==> src/hw/rtl/irwti_pkg.sv <==
// Package of the radix word converter: sizes, character codes, token and state types.
// Depends on nothing; imported by every module of the block.
`timescale 1ns / 1ps

package irwti_pkg;

  localparam int MAX_WORD   = 32;
  localparam int LEN_W      = $clog2(MAX_WORD + 2);
  localparam int ADDR_W     = (MAX_WORD > 1) ? $clog2(MAX_WORD) : 1;
  localparam int CODE_W     = 8;
  localparam int DIGIT_W    = 6;
  localparam int RADIX_W    = 6;
  localparam int STATUS_W   = 2;
  localparam int VALUE_W    = 32;
  localparam int FIFO_DEPTH = 4;
  localparam int FIFO_AW    = $clog2(FIFO_DEPTH);
  localparam int FIFO_CW    = $clog2(FIFO_DEPTH + 1);

  localparam logic [CODE_W-1:0]  CH_SPACE  = 8'h20;
  localparam logic [CODE_W-1:0]  CH_NL     = 8'h0a;
  localparam logic [CODE_W-1:0]  CH_MINUS  = 8'h2d;
  localparam logic [CODE_W-1:0]  CH_0      = 8'h30;
  localparam logic [CODE_W-1:0]  CH_9      = 8'h39;
  localparam logic [CODE_W-1:0]  CH_UA     = 8'h41;
  localparam logic [CODE_W-1:0]  CH_UZ     = 8'h5a;
  localparam logic [CODE_W-1:0]  CH_LA     = 8'h61;
  localparam logic [CODE_W-1:0]  CH_LZ     = 8'h7a;
  localparam logic [CODE_W-1:0]  DIGIT_OFS = 8'd10;
  localparam logic [CODE_W-1:0]  BASE_OFS  = 8'd11;
  localparam logic [RADIX_W-1:0] RADIX_MAX = 6'd36;

  typedef enum logic [STATUS_W-1:0] {
    STAT_VALID,
    STAT_BAD_CHAR,
    STAT_NO_BASE,
    STAT_TOO_LONG
  } status_t;

  typedef enum logic {
    S_COLLECT,
    S_CALC
  } state_t;

  typedef struct packed {
    logic                delim;
    logic                alnum;
    logic                minus;
    logic [DIGIT_W-1:0]  digit;
    logic [CODE_W-1:0]   code;
  } token_t;

  function automatic logic [RADIX_W-1:0] base_of(input logic [CODE_W-1:0] c);
    logic [CODE_W-1:0] t;
    t = '0;
    if (c >= CH_0 && c <= CH_9) begin
      t = c - CH_0 + 8'd1;
    end else if (c >= CH_UA && c <= CH_UZ) begin
      t = c - CH_UA + BASE_OFS;
    end else if (c >= CH_LA && c <= CH_LZ) begin
      t = c - CH_LA + BASE_OFS;
    end
    return t[RADIX_W-1:0];
  endfunction

  function automatic logic [DIGIT_W-1:0] digit_of(input logic [CODE_W-1:0] c);
    logic [CODE_W-1:0] t;
    t = '0;
    if (c >= CH_0 && c <= CH_9) begin
      t = c - CH_0;
    end else if (c >= CH_UA && c <= CH_UZ) begin
      t = c - CH_UA + DIGIT_OFS;
    end else if (c >= CH_LA && c <= CH_LZ) begin
      t = c - CH_LA + DIGIT_OFS;
    end
    return t[DIGIT_W-1:0];
  endfunction

endpackage

==> src/hw/rtl/inferred_radix_word_to_integer_core.sv <==
// Top level of the radix-inferring word-to-integer converter.
// Depends on irwti_pkg, irwti_front, irwti_fifo and irwti_back.
//
//   channel   direction  handshake          payload
//   input     in         push / full        char_byte
//   result    out        empty / pop        status, radix, is_negative, value
//
// Bytes of a word are taken while the token queue has room. At a word's end the Horner pass
// reads the digit memory through its registered port, one digit a cycle; a word that
// fails a check gets its result without that pass.
// Bytes keep arriving into a four-entry token queue during that pass.
// A result waits in the output register until popped; a new word end holds
// the back until that register is free. Reset is synchronous and empties all.
`timescale 1ns / 1ps

module inferred_radix_word_to_integer_core (
  input  logic                                  clk,
  input  logic                                  rst,
  input  logic                                  push,
  output logic                                  full,
  input  logic [irwti_pkg::CODE_W-1:0]          char_byte,
  output logic                                  empty,
  input  logic                                  pop,
  output logic [irwti_pkg::STATUS_W-1:0]        status,
  output logic [irwti_pkg::RADIX_W-1:0]         radix,
  output logic                                  is_negative,
  output logic signed [irwti_pkg::VALUE_W-1:0]  value
);
  import irwti_pkg::*;

  logic   q_wr;
  token_t q_tok;
  logic   q_full;
  logic   q_avail;
  token_t q_head;
  logic   q_pop;
  logic   res_valid;

  irwti_front u_front (
    .push      (push),
    .full      (full),
    .char_byte (char_byte),
    .q_wr      (q_wr),
    .q_tok     (q_tok),
    .q_full    (q_full)
  );

  irwti_fifo u_fifo (
    .clk    (clk),
    .rst    (rst),
    .wr_en  (q_wr),
    .wr_tok (q_tok),
    .full   (q_full),
    .rd_en  (q_pop),
    .avail  (q_avail),
    .rd_tok (q_head)
  );

  irwti_back u_back (
    .clk        (clk),
    .rst        (rst),
    .tok_avail  (q_avail),
    .tok        (q_head),
    .tok_pop    (q_pop),
    .res_pop    (pop && res_valid),
    .res_valid  (res_valid),
    .res_status (status),
    .res_radix  (radix),
    .res_neg    (is_negative),
    .res_value  (value)
  );

  assign empty = !res_valid;

endmodule

==> src/hw/rtl/irwti_fifo.sv <==
// Short token queue between the classifying front and the converting back.
// Depends on irwti_pkg for the token type and queue depth.
`timescale 1ns / 1ps

module irwti_fifo (
  input  logic              clk,
  input  logic              rst,
  input  logic              wr_en,
  input  irwti_pkg::token_t wr_tok,
  output logic              full,
  input  logic              rd_en,
  output logic              avail,
  output irwti_pkg::token_t rd_tok
);
  import irwti_pkg::*;

  token_t             slots [FIFO_DEPTH];
  logic [FIFO_AW-1:0] wr_ptr;
  logic [FIFO_AW-1:0] rd_ptr;
  logic [FIFO_CW-1:0] count;
  logic               do_wr;
  logic               do_rd;

  assign full   = (count == FIFO_CW'(FIFO_DEPTH));
  assign avail  = (count != '0);
  assign rd_tok = slots[rd_ptr];
  assign do_wr  = wr_en && !full;
  assign do_rd  = rd_en && avail;

  always_ff @(posedge clk) begin
    if (rst) begin
      wr_ptr <= '0;
      rd_ptr <= '0;
      count  <= '0;
    end else begin
      if (do_wr) begin
        wr_ptr <= (wr_ptr == FIFO_AW'(FIFO_DEPTH - 1)) ? '0 : wr_ptr + 1'b1;
      end
      if (do_rd) begin
        rd_ptr <= (rd_ptr == FIFO_AW'(FIFO_DEPTH - 1)) ? '0 : rd_ptr + 1'b1;
      end
      if (do_wr && !do_rd) begin
        count <= count + 1'b1;
      end else if (do_rd && !do_wr) begin
        count <= count - 1'b1;
      end
    end
  end

  always_ff @(posedge clk) begin
    if (do_wr) begin
      slots[wr_ptr] <= wr_tok;
    end
  end

endmodule

==> src/hw/rtl/irwti_front.sv <==
// Input side: takes text bytes and turns each into a classified token.
// Depends on irwti_pkg for the token type and character codes.
`timescale 1ns / 1ps

module irwti_front (
  input  logic                          push,
  output logic                          full,
  input  logic [irwti_pkg::CODE_W-1:0]  char_byte,
  output logic                          q_wr,
  output irwti_pkg::token_t             q_tok,
  input  logic                          q_full
);
  import irwti_pkg::*;

  logic is_digit;
  logic is_upper;
  logic is_lower;

  assign is_digit = (char_byte >= CH_0) && (char_byte <= CH_9);
  assign is_upper = (char_byte >= CH_UA) && (char_byte <= CH_UZ);
  assign is_lower = (char_byte >= CH_LA) && (char_byte <= CH_LZ);

  assign full = q_full;
  assign q_wr = push && !q_full;

  always_comb begin
    q_tok.delim = (char_byte == CH_SPACE) || (char_byte == CH_NL);
    q_tok.alnum = is_digit || is_upper || is_lower;
    q_tok.minus = (char_byte == CH_MINUS);
    q_tok.digit = digit_of(char_byte);
    q_tok.code  = char_byte;
  end

endmodule

==> src/hw/rtl/irwti_back.sv <==
// Conversion side: gathers word digits, then Horner-converts each valid word.
// Depends on irwti_pkg for sizes, status codes, states and the base function.
`timescale 1ns / 1ps

module irwti_back (
  input  logic                            clk,
  input  logic                            rst,
  input  logic                            tok_avail,
  input  irwti_pkg::token_t               tok,
  output logic                            tok_pop,
  input  logic                            res_pop,
  output logic                            res_valid,
  output logic [irwti_pkg::STATUS_W-1:0]  res_status,
  output logic [irwti_pkg::RADIX_W-1:0]   res_radix,
  output logic                            res_neg,
  output logic signed [irwti_pkg::VALUE_W-1:0] res_value
);
  import irwti_pkg::*;

  state_t              state;
  state_t              state_next;
  logic [LEN_W-1:0]    len;
  logic [CODE_W-1:0]   hi_code;
  logic                minus_seen;
  logic                bad_seen;
  logic                in_word;
  logic [DIGIT_W-1:0]  mem [MAX_WORD];
  logic [DIGIT_W-1:0]  rd_data;
  logic [LEN_W-1:0]    idx;
  logic                pend;
  logic [VALUE_W-1:0]  acc;
  logic [RADIX_W-1:0]  base;

  logic [RADIX_W-1:0]  eval_base;
  status_t             eval_status;
  logic                res_free;
  logic                idx_lt;
  logic                do_store;
  logic                do_start;
  logic                do_fin_err;
  logic                calc_done;

  assign eval_base = base_of(hi_code);
  assign res_free  = !res_valid || res_pop;
  assign idx_lt    = (idx < len);

  always_comb begin
    if (bad_seen) begin
      eval_status = STAT_BAD_CHAR;
    end else if (eval_base == '0 || eval_base > RADIX_MAX) begin
      eval_status = STAT_NO_BASE;
    end else if (len > LEN_W'(MAX_WORD)) begin
      eval_status = STAT_TOO_LONG;
    end else begin
      eval_status = STAT_VALID;
    end
  end

  always_comb begin
    state_next = state;
    unique case (state)
      S_COLLECT: begin
        if (do_start) begin
          state_next = S_CALC;
        end
      end
      S_CALC: begin
        if (calc_done) begin
          state_next = S_COLLECT;
        end
      end
      default: state_next = S_COLLECT;
    endcase
  end

  always_comb begin
    tok_pop    = 1'b0;
    do_store   = 1'b0;
    do_start   = 1'b0;
    do_fin_err = 1'b0;
    calc_done  = 1'b0;
    unique case (state)
      S_COLLECT: begin
        if (tok_avail) begin
          if (!tok.delim) begin
            tok_pop  = 1'b1;
            do_store = 1'b1;
          end else if (!in_word) begin
            tok_pop = 1'b1;
          end else if (res_free) begin
            tok_pop    = 1'b1;
            do_start   = (eval_status == STAT_VALID);
            do_fin_err = (eval_status != STAT_VALID);
          end
        end
      end
      S_CALC: begin
        calc_done = !pend && !idx_lt;
      end
      default: begin
        calc_done = 1'b0;
      end
    endcase
  end

  always_ff @(posedge clk) begin
    if (rst) begin
      state      <= S_COLLECT;
      len        <= '0;
      hi_code    <= '0;
      minus_seen <= 1'b0;
      bad_seen   <= 1'b0;
      in_word    <= 1'b0;
      pend       <= 1'b0;
      res_valid  <= 1'b0;
    end else begin
      state <= state_next;
      if (do_store) begin
        if (tok.code > hi_code) begin
          hi_code <= tok.code;
        end
        if (tok.minus && len == '0) begin
          minus_seen <= 1'b1;
        end else if (!tok.alnum) begin
          bad_seen <= 1'b1;
        end
        if (len <= LEN_W'(MAX_WORD)) begin
          len <= len + 1'b1;
        end
        in_word <= 1'b1;
      end
      if (do_fin_err || calc_done) begin
        len        <= '0;
        hi_code    <= '0;
        minus_seen <= 1'b0;
        bad_seen   <= 1'b0;
        in_word    <= 1'b0;
      end
      if (do_start) begin
        pend <= 1'b0;
      end else if (state == S_CALC && !calc_done) begin
        pend <= idx_lt;
      end
      if (do_fin_err || calc_done) begin
        res_valid <= 1'b1;
      end else if (res_pop) begin
        res_valid <= 1'b0;
      end
    end
  end

  always_ff @(posedge clk) begin
    if (do_start) begin
      idx  <= minus_seen ? LEN_W'(1) : '0;
      acc  <= '0;
      base <= eval_base;
    end else if (state == S_CALC && !calc_done) begin
      if (idx_lt) begin
        idx <= idx + 1'b1;
      end
      if (pend) begin
        acc <= acc * VALUE_W'(base) + VALUE_W'(rd_data);
      end
    end
    if (do_fin_err) begin
      res_status <= eval_status;
      res_radix  <= '0;
      res_neg    <= 1'b0;
      res_value  <= '0;
    end else if (calc_done) begin
      res_status <= STAT_VALID;
      res_radix  <= base;
      res_neg    <= minus_seen;
      res_value  <= minus_seen ? (VALUE_W'(0) - acc) : acc;
    end
  end

  always_ff @(posedge clk) begin
    if (do_store && len < LEN_W'(MAX_WORD)) begin
      mem[len[ADDR_W-1:0]] <= tok.digit;
    end
    rd_data <= mem[idx[ADDR_W-1:0]];
  end

endmodule

==> config.mk <==
export PLATFORM = sky130hd
export DESIGN_NAME = inferred_radix_word_to_integer_core
export DESIGN_NICKNAME = d
export VERILOG_FILES = /design/src/hw/rtl/irwti_pkg.sv /design/src/hw/rtl/inferred_radix_word_to_integer_core.sv /design/src/hw/rtl/irwti_fifo.sv /design/src/hw/rtl/irwti_front.sv /design/src/hw/rtl/irwti_back.sv
export SDC_FILE = /design/constraint.sdc
export NUM_CORES = 1
export LEC_CHECK = 0
export BUFFER_PORTS_ARGS = -buffer_cell sky130_fd_sc_hd__buf_4
export CORE_MARGIN = 5
export CORE_UTILIZATION = 60
export DETAILED_ROUTE_END_ITERATION = 10
export MAX_ROUTING_LAYER = met4
export PLACE_DENSITY = 0.75
export SLEW_MARGIN = 15
export SYNTH_ARGS = -nofsm -noshare
export SYNTH_HDL_FRONTEND = slang
export SYNTH_SLANG_ARGS = --single-unit
==> constraint.sdc <==
create_clock -name clk -period 6.28 [get_ports clk]
set_clock_uncertainty 0.1 [all_clocks]
set_input_delay 1.256 -clock clk [delete_from_list [all_inputs] [get_ports clk]]
set_output_delay 1.256 -clock clk [all_outputs]
set_load 0.02 [all_outputs]
==> summary.md, run 1 <==
| Metric | Value |
|---|---|
| Core Area | 35,700 um2 |
| CP peak stage delay | 0.55 ns |
| WL per Instance | approximately 20 um |
| TritonCTS Sinks | 380 |
| Sequential area share after synthesis | about 48% |
| Static Leak | between 0.009 and 0.01 uW |
| CTS tree | done |
| Power per Cell Area | roughly 440 nW/um2 |
| Fmax | 169 MHz |
| # resized after CTS | 0 |
| Crit Path Max Fanout | 27 |
| Routability Congestion | between 0.8 and 0.9 |
| Yosys top cell by area | edfxtp_1 |
| Yosys cell types | 67 |
| Vias | ~14,000 |
| NumNets Final | 2,132 |
| Area of the die | approximately 40,000 um2 |
| Post-Syn Area | ~22,000 um2 |
| Crit path max-delay cell type | fa_1 |
| Final setup TNS | 0 ns |
| Final std cells w/o fill | 2,397 |
| CP startpoint kind | flip-flop |
| Period utilization | between 90% and 100% |
| Drt first pass iters | 5 |
| I/O Buffers | 54 |
| Top cells by area, synth | edfxtp_1 (38%), fa_1 (10%), dfxtp_1 (9.7%) |
| Initial Util | about 61% |
| Total GRT Usage | between 20% and 30% |
| EDFF count, synth | 274 |
| Avg Cell Area, Syn | 11.4 um2 |
| Clock-pin slew on the worst setup and hold paths | roughly 0.06 ns |
| Post-detail-place hpwl | roughly 33,000 um |
| Yosys reg bits | between 300 and 400 |
| Clock Latency Late Sink | around 0.58 ns |
| Max VDD drop | about 310 uV |
| Initial antenna violation count | 2 |
| Synthesized Nets | 2,131 |
| Cell mode on critical path | buf_4 |
| Ports | 55 |
| Post-DP Area | ~22,000 um2 |
| Outcome | finished, final reports clean |
| Largest delay share family, worst path | adder cells |
| Hold Crit Class | reg2reg |
| Vias per cell | ~6 |
| Leading cell types in the layout, fill and taps excluded | edfxtp_1 (274), nand2_1 (232), inv_1 (170) |
| CTS max path bufs | 3 |
| YS warnings | 0 |
| Via count of the first global-routing pass | about 15,000 |
| Worst EP arrival | 6.27 ns |
| Grt total ovfl | 0 |
| Max cap viols | 0 |
| Die span in y | 200 um |
| CTS Hold Bufs | 0 |
| Final Hold Viols | 0 |
| Filler cells | 2,616 |
| Post-Route WL | roughly 47,000 um |
| Root buf cell | clkbuf_16 |
| Rel. slew slack | between 20% and 30% |
| RSZ-0062 raised after global routing | false |
| Worst-Margin Slew | between 1 and 1.5 ns |
| Most common cell after layout, fill and taps aside | edfxtp_1 |
| CP required | around 6.6 ns |
| CP Cell Sequence | buf_4 -> and2_1 -> fa_1 -> inv_1 -> fa_1 -> fa_1 -> inv_1 -> ha_1 -> ha_1 -> and3_1 -> a221oi_1 -> buf_4 -> o311ai_0 -> buf_4 -> a211oi_1 -> buf_4 -> o21ai_0 -> o31ai_1 -> nor2_1 -> a311oi_1 |
| Final setup vio count | 0 |
| Die Wd | between 200 and 250 um |
| Largest net degree at the start of global routing | just over 70 |
| Asr flop ratio synth | 0% |
| Placed instance count | between 2,000 and 2,500 |
| Setup crit end kind | flip-flop |
| CTS Buf Count | 40 |
| Synth top area share | ~38% |
| Post-route cell area | between 20,000 and 25,000 um2 |
| CTS H-tree depth | 2 |
| Share of layout cells above drive strength 1 | 9.88% |
| Post-DRT Antenna Nets | 0 |
| Final routed DRC violation total | 0 |
| Number of cells produced by synthesis | approximately 1,900 |
| Kind of critical path | reg2reg |
| Final Util | 66.8% |
| Buffer count from post-CTS setup fixing | 0 |
| Top_reg_cell synth | edfxtp_1 |
| Area growth syn-to-layout | 9.34% |
| 1st-iter DRT viols | around 1,200 |
| Slew Viols, Final | 0 |
| Core Rows | 69 |
| Tmin final | slightly below 6 ns |
| Crit path buf inv count | 6 |
| Global-route wire length before repair | slightly below 80,000 um |
metal layers:
layer  part of all wire, %  track usage [%]  vias to the layer above
li1                      -                -                     6686
met3                   7.5             5.49                       73
met5                     0                -                        -
met4                   1.8             6.05                        0
met2                    47             37.8                      513
met1                    44             33.7                     7096
power by group:
group          internal [uW]  switching [uW]
registers               3270             471
clock network           1340            1000
logic                   1790            2550
tightest hold or removal path, delay by kind of cell, from the launching register on:
family / cells / cell delay, ns
AOI/OAI and AO/OA: 1 / 0.05
DFF: 1 / 0.31
and+or+nand+nor: 1 / 0.09
final timing paths:
kind,from,to,slack (ns),cells after the start
worst max-delay path,u_back.base[4],u_back.acc[31],0.36,20
worst min-delay path,u_back.res_value[12],u_back.res_value[12],0.40,2
worst max register to register,u_back.base[4],u_back.acc[31],0.36,20
worst min register to register,u_back.res_value[12],u_back.res_value[12],0.40,2
per-stage QoR:
step	total power (uW)	worst slack, ns	hold slack, ns
floorplan	6820	0.521	0.362
global placement	7960	0.604	0.375
detailed placement	8070	0.440	0.391
finish	10400	0.359	0.398
global route	11200	0.00695	0.429
CTS	10500	0.313	0.403
layout make-up:
class	instances	area [um2]	share of cell area (%)
Clock inverter	24	245	1.03
Timing Repair Buffer	75	563	2.37
Clock buffer	49	1060	4.47
Tap cell	461	577	2.42
Antenna cell	2	5.00	0.0210
Sequential cell	380	10400	43.5
Multi-Input combinational cell	1235	10400	43.5
Inverter	171	642	2.70
Yosys cell counts (all sizes together), types with 16 or more instances:
library cell and instances:
ha 104, nor2 130, inv 170, a211oi 44
xnor2 31, nand2 232, edfxtp 274, mux2i 72
nor3 30, o221ai 31, nand3 22, a21o 17
xor2 41, o21ai 37, dfxtp 106, mux4 41
clkbuf 100, buf 16, and2 57, a21oi 69
fa 113
flip-flops by register name (all words and copies together) (netlist names), 2 cells and up, named ones only:
register           flops
u_back.idx             6
u_fifo.wr_ptr          2
u_back.res_status      2
u_back.res_radix       6
u_back.acc            32
u_back.hi_code         8
u_fifo.count           3
u_fifo.slots          68
u_back.mem           192
u_back.base            6
u_fifo.rd_ptr          2
u_back.len             6
u_back.res_value      32
u_back.rd_data         6
kinds of logic (layout without fill, tap and decap cells):
| logic type | count (synthesis) | in the layout | share of synthesized area (%) |
|---|---|---|---|
| XOR/XNOR | 73 | 73 | 3.00 |
| other | 0 | 2 | 0 |
| flip-flops | 380 | 380 | 47.5 |
| adder cells (fa/ha/maj) | 217 | 217 | 16.4 |
| buffers and inverters | 287 | 319 | 4.99 |
| AND/OR/NAND/NOR | 544 | 544 | 11.4 |
| AO/OA/AOI/OAI | 287 | 287 | 9.08 |
| multiplexers | 114 | 114 | 7.60 |
Power figures use the tool's default switching activity.
==> run 2: changes to the inputs <==
- SYNTH_HIERARCHICAL: default -> 1
==> run 2 against run 1 <==
Net effect:
- first-iteration DRC count decreased by 11%
- via count increased by 0.43%
- area after synthesis increased by 1.1%
- synthesized cell count decreased by 3.0%
- register-to-register slack improved by 0.24 ns
- wire length increased by 3.0%
- combinational power decreased by 53%
- die area increased by 1.1%
- sequential cell count unchanged
- fmax increased by 4.3%
- non-clock buffer count decreased by 3
- setup slack improved by 0.24 ns
- highest routed layer unchanged
==> summary.md, run 2 <==
| Metric | Value |
|---|---|
| Largest net degree at the start of global routing | 53 (-26%) |
| Internal power | 5500 uW (-14%) |
| Synth cell count leaders | edfxtp_1 (274), nand2_1 (204), inv_1 (166) |
| Hold Crit Class | reg2reg |
| Worst-Margin Slew | 1.13 ns (-0.0404 ns) |
| Yosys cell types | 75 (+12%) |
| Fmax | 176 MHz (+4.3%) |
| Tmin final | 5.68 ns (-0.245 ns) |
| 1st-iter DRT viols | 1,075 (-11%) |
| Tot Pwr | 8170 uW (-22%) |
| FF-to-FF path depth | 17 (-15%) |
| CP peak stage delay | 0.60 ns (+0.05 ns) |
| Initial antenna violation count | 0 (-2) |
| Largest delay share family, worst path | adder cells |
| Routability Congestion | 0.964 (+7.2%) |
| Outcome | finished, final reports clean |
| Sequential area share after synthesis | 47.0% (-0.54 points) |
| # resized after CTS | 0 (unchanged) |
| CTS tree | done |
| Root buf cell | clkbuf_16 |
| Comb power frac | 25.1% (-17 points) |
| Buffer count from post-CTS setup fixing | 0 (unchanged) |
| CP startpoint | u_back/base[2] |
| Post-Route WL | 48,800 um (+3.0%) |
| NumNets Final | 2,069 (-3.0%) |
| Worst EP arrival | 6.07 ns (-0.20 ns) |
| Crit path max-delay cell type | edfxtp_1 |
| Yosys top cell by area | edfxtp_1 |
| Final setup vio count | 0 (unchanged) |
| Leading cell types in the layout, fill and taps excluded | edfxtp_1 (274), nand2_1 (204), inv_1 (166) |
| Switching Share | 32.6% (-5.9 points) |
| Number of cells produced by synthesis | 1,844 (-3.0%) |
| Post-DRT Antenna Nets | 0 (unchanged) |
| Post-DP Area | 22,600 um2 (+0.62%) |
| ANT cells | 0 (-2) |
| Post-Syn Area | 22,000 um2 (+1.1%) |
| Period utilization | 90.4% (-3.9 points) |
| CTS H-tree depth | 2 (unchanged) |
| Net switching power figure | 2670 uW (-34%) |
| Share of layout cells above drive strength 1 | 13.2% (+3.3 points) |
| Vias per cell | 6.16 (+2.8%) |
| Post-route cell area | 24,000 um2 (+0.93%) |
| Area growth syn-to-layout | 9.11% |
| CP required | 6.67 ns (+0.04 ns) |
| Top_reg_cell synth | edfxtp_1 |
| EDFF count, synth | 274 (unchanged) |
| Die span in y | 202 um (+0.54%) |
| Kind of critical path | reg2reg |
| Core Area | 36,400 um2 (+2.2%) |
| Setup crit end kind | flip-flop |
| TritonCTS Sinks | 380 (unchanged) |
| Vias | 14,400 (+0.43%) |
| WP depth | 17 (-15%) |
| Post-detail-place hpwl | 33,100 um (+0.77%) |
| Most common cell after layout, fill and taps aside | edfxtp_1 |
| I/O Buffers | 54 (unchanged) |
| Final setup TNS | 0 ns (unchanged) |
| Die Wd | 202 um (+0.54%) |
| Synthesized Nets | 2,072 (-2.8%) |
| Area of the die | 40,600 um2 (+1.1%) |
| Total GRT Usage | 24.6% (+0.096 points) |
| CTS Hold Bufs | 0 (unchanged) |
| Static Leak | 0.00940 uW (+0.13%) |
| Ports | 55 (unchanged) |
| Global-route wire length before repair | 78,300 um (+0.93%) |
| Synth top area share | 37.4% (-0.43 points) |
| WL per Instance | 20.8 um (+5.4%) |
| Top cells by area, synth | edfxtp_1 (37%), fa_1 (10%), dfxtp_1 (9.6%) |
| CP Cell Sequence | and2_1 -> fa_1 -> inv_1 -> fa_1 -> inv_1 -> fa_1 -> inv_1 -> fa_1 -> inv_1 -> ha_1 -> o211ai_1 -> o211ai_1 -> nand3_1 -> a211oi_1 -> nor3_1 -> or4_1 -> nand3_1 |
| Rel. slew slack | 24.7% (+2.7 points) |
| RR Startpoint | u_back/base[2] |
| Drt first pass iters | 7 (+2) |
| CP startpoint kind | flip-flop |
| CTS Buf Count | 40 (unchanged) |
| Reg2Reg Capture Point | u_back/acc[29] |
| Yosys reg bits | 380 (unchanged) |
| RSZ-0062 raised after global routing | false |
| Hold Path Origin | u_back/res_value[11] |
| Max reg flops | 192 (unchanged) |
| Worst Hold Depth | 2 (unchanged) |
| Initial Util | 60.4% (-0.62 points) |
| Clock Latency Late Sink | 0.56 ns (-0.02 ns) |
| CTS max path bufs | 3 (unchanged) |
| Clock share of power | 30.8% (+8.3 points) |
| Seq. cell area | 10,300 um2 (about the same) |
| Slew Viols, Final | 0 (unchanged) |
| Crit path buf inv count | 4 (-2) |
| Core Rows | 70 (+1.4%) |
| Via count of the first global-routing pass | 14,300 (-1.7%) |
| Multi-input logic area | 10,500 um2 (+1.4%) |
| Clock-pin slew on the worst setup and hold paths | 0.06 ns (about the same) |
| Sequential share of power | 44.1% (+8.2 points) |
| Avg Cell Area, Syn | 11.9 um2 (+4.3%) |
| Crit Path Max Fanout | 12 (-56%) |
| YS warnings | 6 (+6) |
| Worst reg2reg setup slack | 0.60 ns (+0.24 ns) |
| Final routed DRC violation total | 0 (unchanged) |
| Max cap viols | 0 (unchanged) |
| Asr flop ratio synth | 0% (unchanged) |
| Power per Cell Area | 340 nW/um2 (-22%) |
| Min-Delay Endpoint | u_back/res_value[11] |
| Filler cells | 2,645 (+1.1%) |
| Final Hold Viols | 0 (unchanged) |
| Count leader, synth | edfxtp_1 |
| Max VDD drop | 288 uV (-7.8%) |
| Grt total ovfl | 0 (unchanged) |
==> run 2: cell count changes after synthesis, sizes merged, moves of 6 or more <==
cell,before,now
nand3,22,32
nand4,4,10
o211ai,4,11
clkbuf,100,82
nand2,232,204
o22ai,14,3
mux2i,72,28
buf,16,35
xnor2,31,22
o221ai,31,0
mux2,1,7
mux4,41,77
==> run 2: power by group through the flow <==
stage	sequential (uW)	combinational, uW	clock (uW)
3_3_place_gp	3630	1960	0
5_1_grt	3640	2270	2680
2_1_floorplan	3450	1570	0
3_5_place_dp	3640	2040	0
6_report	3600	2050	2520
4_1_cts	3590	2060	2560
==> run 2: cell type report <==
cell class	count	share of cell area (%)
Clock buffer	48	4.33
Sequential cell	380	43.1
Multi-Input combinational cell	1179	43.7
Tap cell	468	2.44
Clock inverter	26	1.49
Inverter	168	2.70
Timing Repair Buffer	72	2.25
==> run 2: layer usage <==
layer  routed length [um]  GRT usage (%)  vias to the layer above
met5                    0              -                        -
met2                23800           39.4                      522
met1                20500           33.9                     7314
met4                 1190           6.76                        0
li1                     -              -                     6516
met3                 3190           3.09                       78
==> run 2: cells by family after synthesis <==
group	count (synthesis)	share of synthesized area, %
muxes	112	9.51
AOI/OAI and AO/OA	253	7.82
xor gates and xnor gates	61	2.49
DFF	380	47.0
adders and majority gates	216	16.1
and+or+nand+nor	537	11.6
buffers and inverters	285	5.42
==> run 2: metrics by stage <==
stage / instances / utilization (%) / setup slack [ns] / hold slack (ns)
floorplan: 1844 / - / 1.20 / 0.347
global placement: 2267 / 62.1 / 0.897 / 0.357
detailed placement: 2267 / 62.1 / 0.784 / 0.365
CTS: 2341 / 65.9 / 0.741 / 0.373
global route: 2341 / 65.9 / 0.440 / 0.395
finish: 2341 / 65.9 / 0.604 / 0.369
==> run 2: how the worst max path moves through the flow <==
stage                     end  slack, ns
6_report       u_back/acc[29]       0.60
2_1_floorplan  u_back/acc[29]       1.20
3_3_place_gp   u_back/acc[29]       0.90
4_1_cts        u_back/acc[29]       0.74
5_1_grt        u_back/acc[29]       0.44
3_5_place_dp   u_back/acc[29]       0.78
==> run 2: worst reg2reg max path, cell delays in order, from the launching register on <==
cell and delay, ns:
edfxtp_1 0.60, and2_1 0.26, fa_1 0.54, inv_1 0.05, fa_1 0.47, inv_1 0.06
fa_1 0.52, inv_1 0.05, fa_1 0.49, inv_1 0.04, ha_1 0.31, o211ai_1 0.11
o211ai_1 0.47, nand3_1 0.31, a211oi_1 0.49, nor3_1 0.14, or4_1 0.51, nand3_1 0.09
==> run 3: changes to the inputs <==
- BUFFER_PORTS_ARGS: -buffer_cell sky130_fd_sc_hd__buf_4 -> default
- CORE_MARGIN: 5 -> 3
- DONT_BUFFER_PORTS: default -> 1
- PLACE_DENSITY: 0.75 -> 0.74
==> run 3 against run 2 <==
Net effect:
- wire length fell by 2.1%
- via count decreased by 2.8%
- utilization decreased by 0.51 points
- setup slack better by 0.074 ns
- clock power is 7% lower
- die area is 3.9% lower
==> summary.md, run 3 (synthesized netlist as in run 2, its figures left out) <==
| Metric | Value |
|---|---|
| I/O Buffers | 0 (-100%) |
| Max cap viols | 0 (unchanged) |
| Vias per cell | 6.16 (about the same) |
| Area growth syn-to-layout | 6.71% |
| RSZ-0062 raised after global routing | false |
| Tmin final | 5.60 ns (-0.0742 ns) |
| Core Area | 35,900 um2 (-1.4%) |
| Hold Crit Class | reg2reg |
| Post-Place Setup Slack | 0.715 ns (-0.0694 ns) |
| Worst EP arrival | 5.98 ns (-0.09 ns) |
| Routability Congestion | 0.916 (-5.0%) |
| Core Rows | 69 (-1.4%) |
| Clock Latency Late Sink | 0.56 ns (about the same) |
| Initial Util | 61.3% (+0.88 points) |
| Final routed DRC violation total | 0 (unchanged) |
| Drt first pass iters | 8 (+1) |
| Slew Viols, Final | 0 (unchanged) |
| Multi-input logic area | 10,500 um2 (unchanged) |
| CTS H-tree depth | 2 (unchanged) |
| CP startpoint kind | flip-flop |
| Post-DP Area | 22,200 um2 (-1.9%) |
| Rel. slew slack | 22.1% (-2.6 points) |
| Post-DRT Antenna Nets | 0 (unchanged) |
| CTS max path bufs | 3 (unchanged) |
| Vias | 14,000 (-2.8%) |
| Clock-pin slew on the worst setup and hold paths | 0.06 ns (about the same) |
| Power per Cell Area | 334 nW/um2 (-1.6%) |
| Static Leak | 0.00906 uW (-3.7%) |
| Worst-Margin Slew | 1.17 ns (+0.0395 ns) |
| CTS Buf Count | 41 (+2.5%) |
| Hold Path Origin | u_back/in_word |
| Outcome | finished, final reports clean |
| Final setup TNS | 0 ns (unchanged) |
| Fin worst setup slack | 0.678 ns (+0.0742 ns) |
| Global-route wire length before repair | 77,100 um (-1.6%) |
| Largest net degree at the start of global routing | 70 (+32%) |
| Grt total ovfl | 0 (unchanged) |
| CTS tree | done |
| Kind of critical path | reg2reg |
| # resized after CTS | 0 (unchanged) |
| Final Hold Viols | 0 (unchanged) |
| Final Util | 65.4% (-0.51 points) |
| Seq. cell area | 10,300 um2 (unchanged) |
| Final setup vio count | 0 (unchanged) |
| 1st-iter DRT viols | 939 (-13%) |
| TritonCTS Sinks | 380 (unchanged) |
| CP required | 6.66 ns (about the same) |
| Filler cells | 2,636 (-0.34%) |
| CTS Hold Bufs | 0 (unchanged) |
| NumNets Final | 2,013 (-2.7%) |
| Ports | 55 (unchanged) |
| Area of the die | 39,000 um2 (-3.9%) |
| WL per Instance | 21.0 um (+0.60%) |
| Leading cell types in the layout, fill and taps excluded | edfxtp_1 (274), nand2_1 (204), inv_1 (166) |
| Root buf cell | clkbuf_16 |
| Max VDD drop | 315 uV (+9.1%) |
| Die span in y | 198 um (-2.0%) |
| Post-route cell area | 23,500 um2 (-2.2%) |
| Share of layout cells above drive strength 1 | 10.3% (-2.9 points) |
| Via count of the first global-routing pass | 14,300 (-0.34%) |
| Setup crit end kind | flip-flop |
| Post-Route WL | 47,700 um (-2.1%) |
| RR Startpoint | u_back/base[5] |
| Initial antenna violation count | 1 (+1) |
| Total GRT Usage | 25.9% (+1.2 points) |
| Max reg flops | 192 (unchanged) |
| Period utilization | 89.2% (-1.2 points) |
| Crit Path Max Fanout | 16 (+4) |
| Most common cell after layout, fill and taps aside | edfxtp_1 |
| Post-detail-place hpwl | 32,700 um (-1.3%) |
| Buffer count from post-CTS setup fixing | 0 (unchanged) |
| Die Wd | 198 um (-2.0%) |
| Fmax | 179 MHz (+1.3%) |
| CP startpoint | u_back/base[5] |
-- run 3: changes by cell type in the layout (fill, tap and decap cells not counted), sizes merged --
| cell | previous run | this run |
|---|---|---|
| clkbuf | 48 | 52 |
| bufinv | 8 | 4 |
| buf | 72 | 15 |
| inv | 170 | 167 |
| clkinv | 15 | 16 |
| diode | 0 | 1 |
| clkinvlp | 1 | 3 |
-- run 3: final cells by class --
cell class	count	area share (%)
flip-flops and latches	380	44.0
well taps	461	2.45
multi-input cells	1179	44.7
diodes	1	0.0106
repair buffers	15	0.479
clock inverters	22	0.921
clock buffers	52	4.63
inverters	168	2.76
-- run 3: critical path, stage by stage (launching register included) --
cell and delay (ns):
edfxtp_1 0.72, nand2_1 0.17, fa_1 0.53, fa_1 0.56, inv_1 0.06, fa_1 0.53, inv_1 0.05, fa_1 0.50
inv_1 0.04, ha_1 0.31, o211ai_1 0.11, o211ai_1 0.40, nand3_1 0.32, a211oi_1 0.44, nor3_1 0.13, or4_1 0.48
nand3_1 0.08
-- run 3: where the power goes --
group	total (uW)	switching (uW)	internal (uW)
Combinational	1800	1090	713
Sequential	3720	520	3200
Clock	2340	978	1360
-- run 3: path summary, 6_finish.rpt --
kind                            slack, ns  cells past startpoint              to
worst max-delay path                 0.68                     16  u_back/acc[29]
worst max register to register       0.68                     16  u_back/acc[29]
worst min register to register       0.38                      2  u_back/in_word
worst min-delay path                 0.38                      2  u_back/in_word
-- run 3: per-layer routing --
layer	up-vias	global-route usage, %	share of wire [%]
met4	0	7.81	2.6
met2	516	41.5	49
met3	96	5.30	7.6
li1	6409	-	-
met5	-	-	0
met1	7009	33.8	41
-- run 3: metrics by stage --
step | total power [uW] | hold WS [ns] | cells
after floorplan | 5030 | 0.347 | 1844
after global placement | 5480 | 0.358 | 2203
after detailed placement | 5560 | 0.361 | 2203
after CTS | 7910 | 0.383 | 2277
after global routing | 8280 | 0.426 | 2278
final | 7860 | 0.379 | 2278
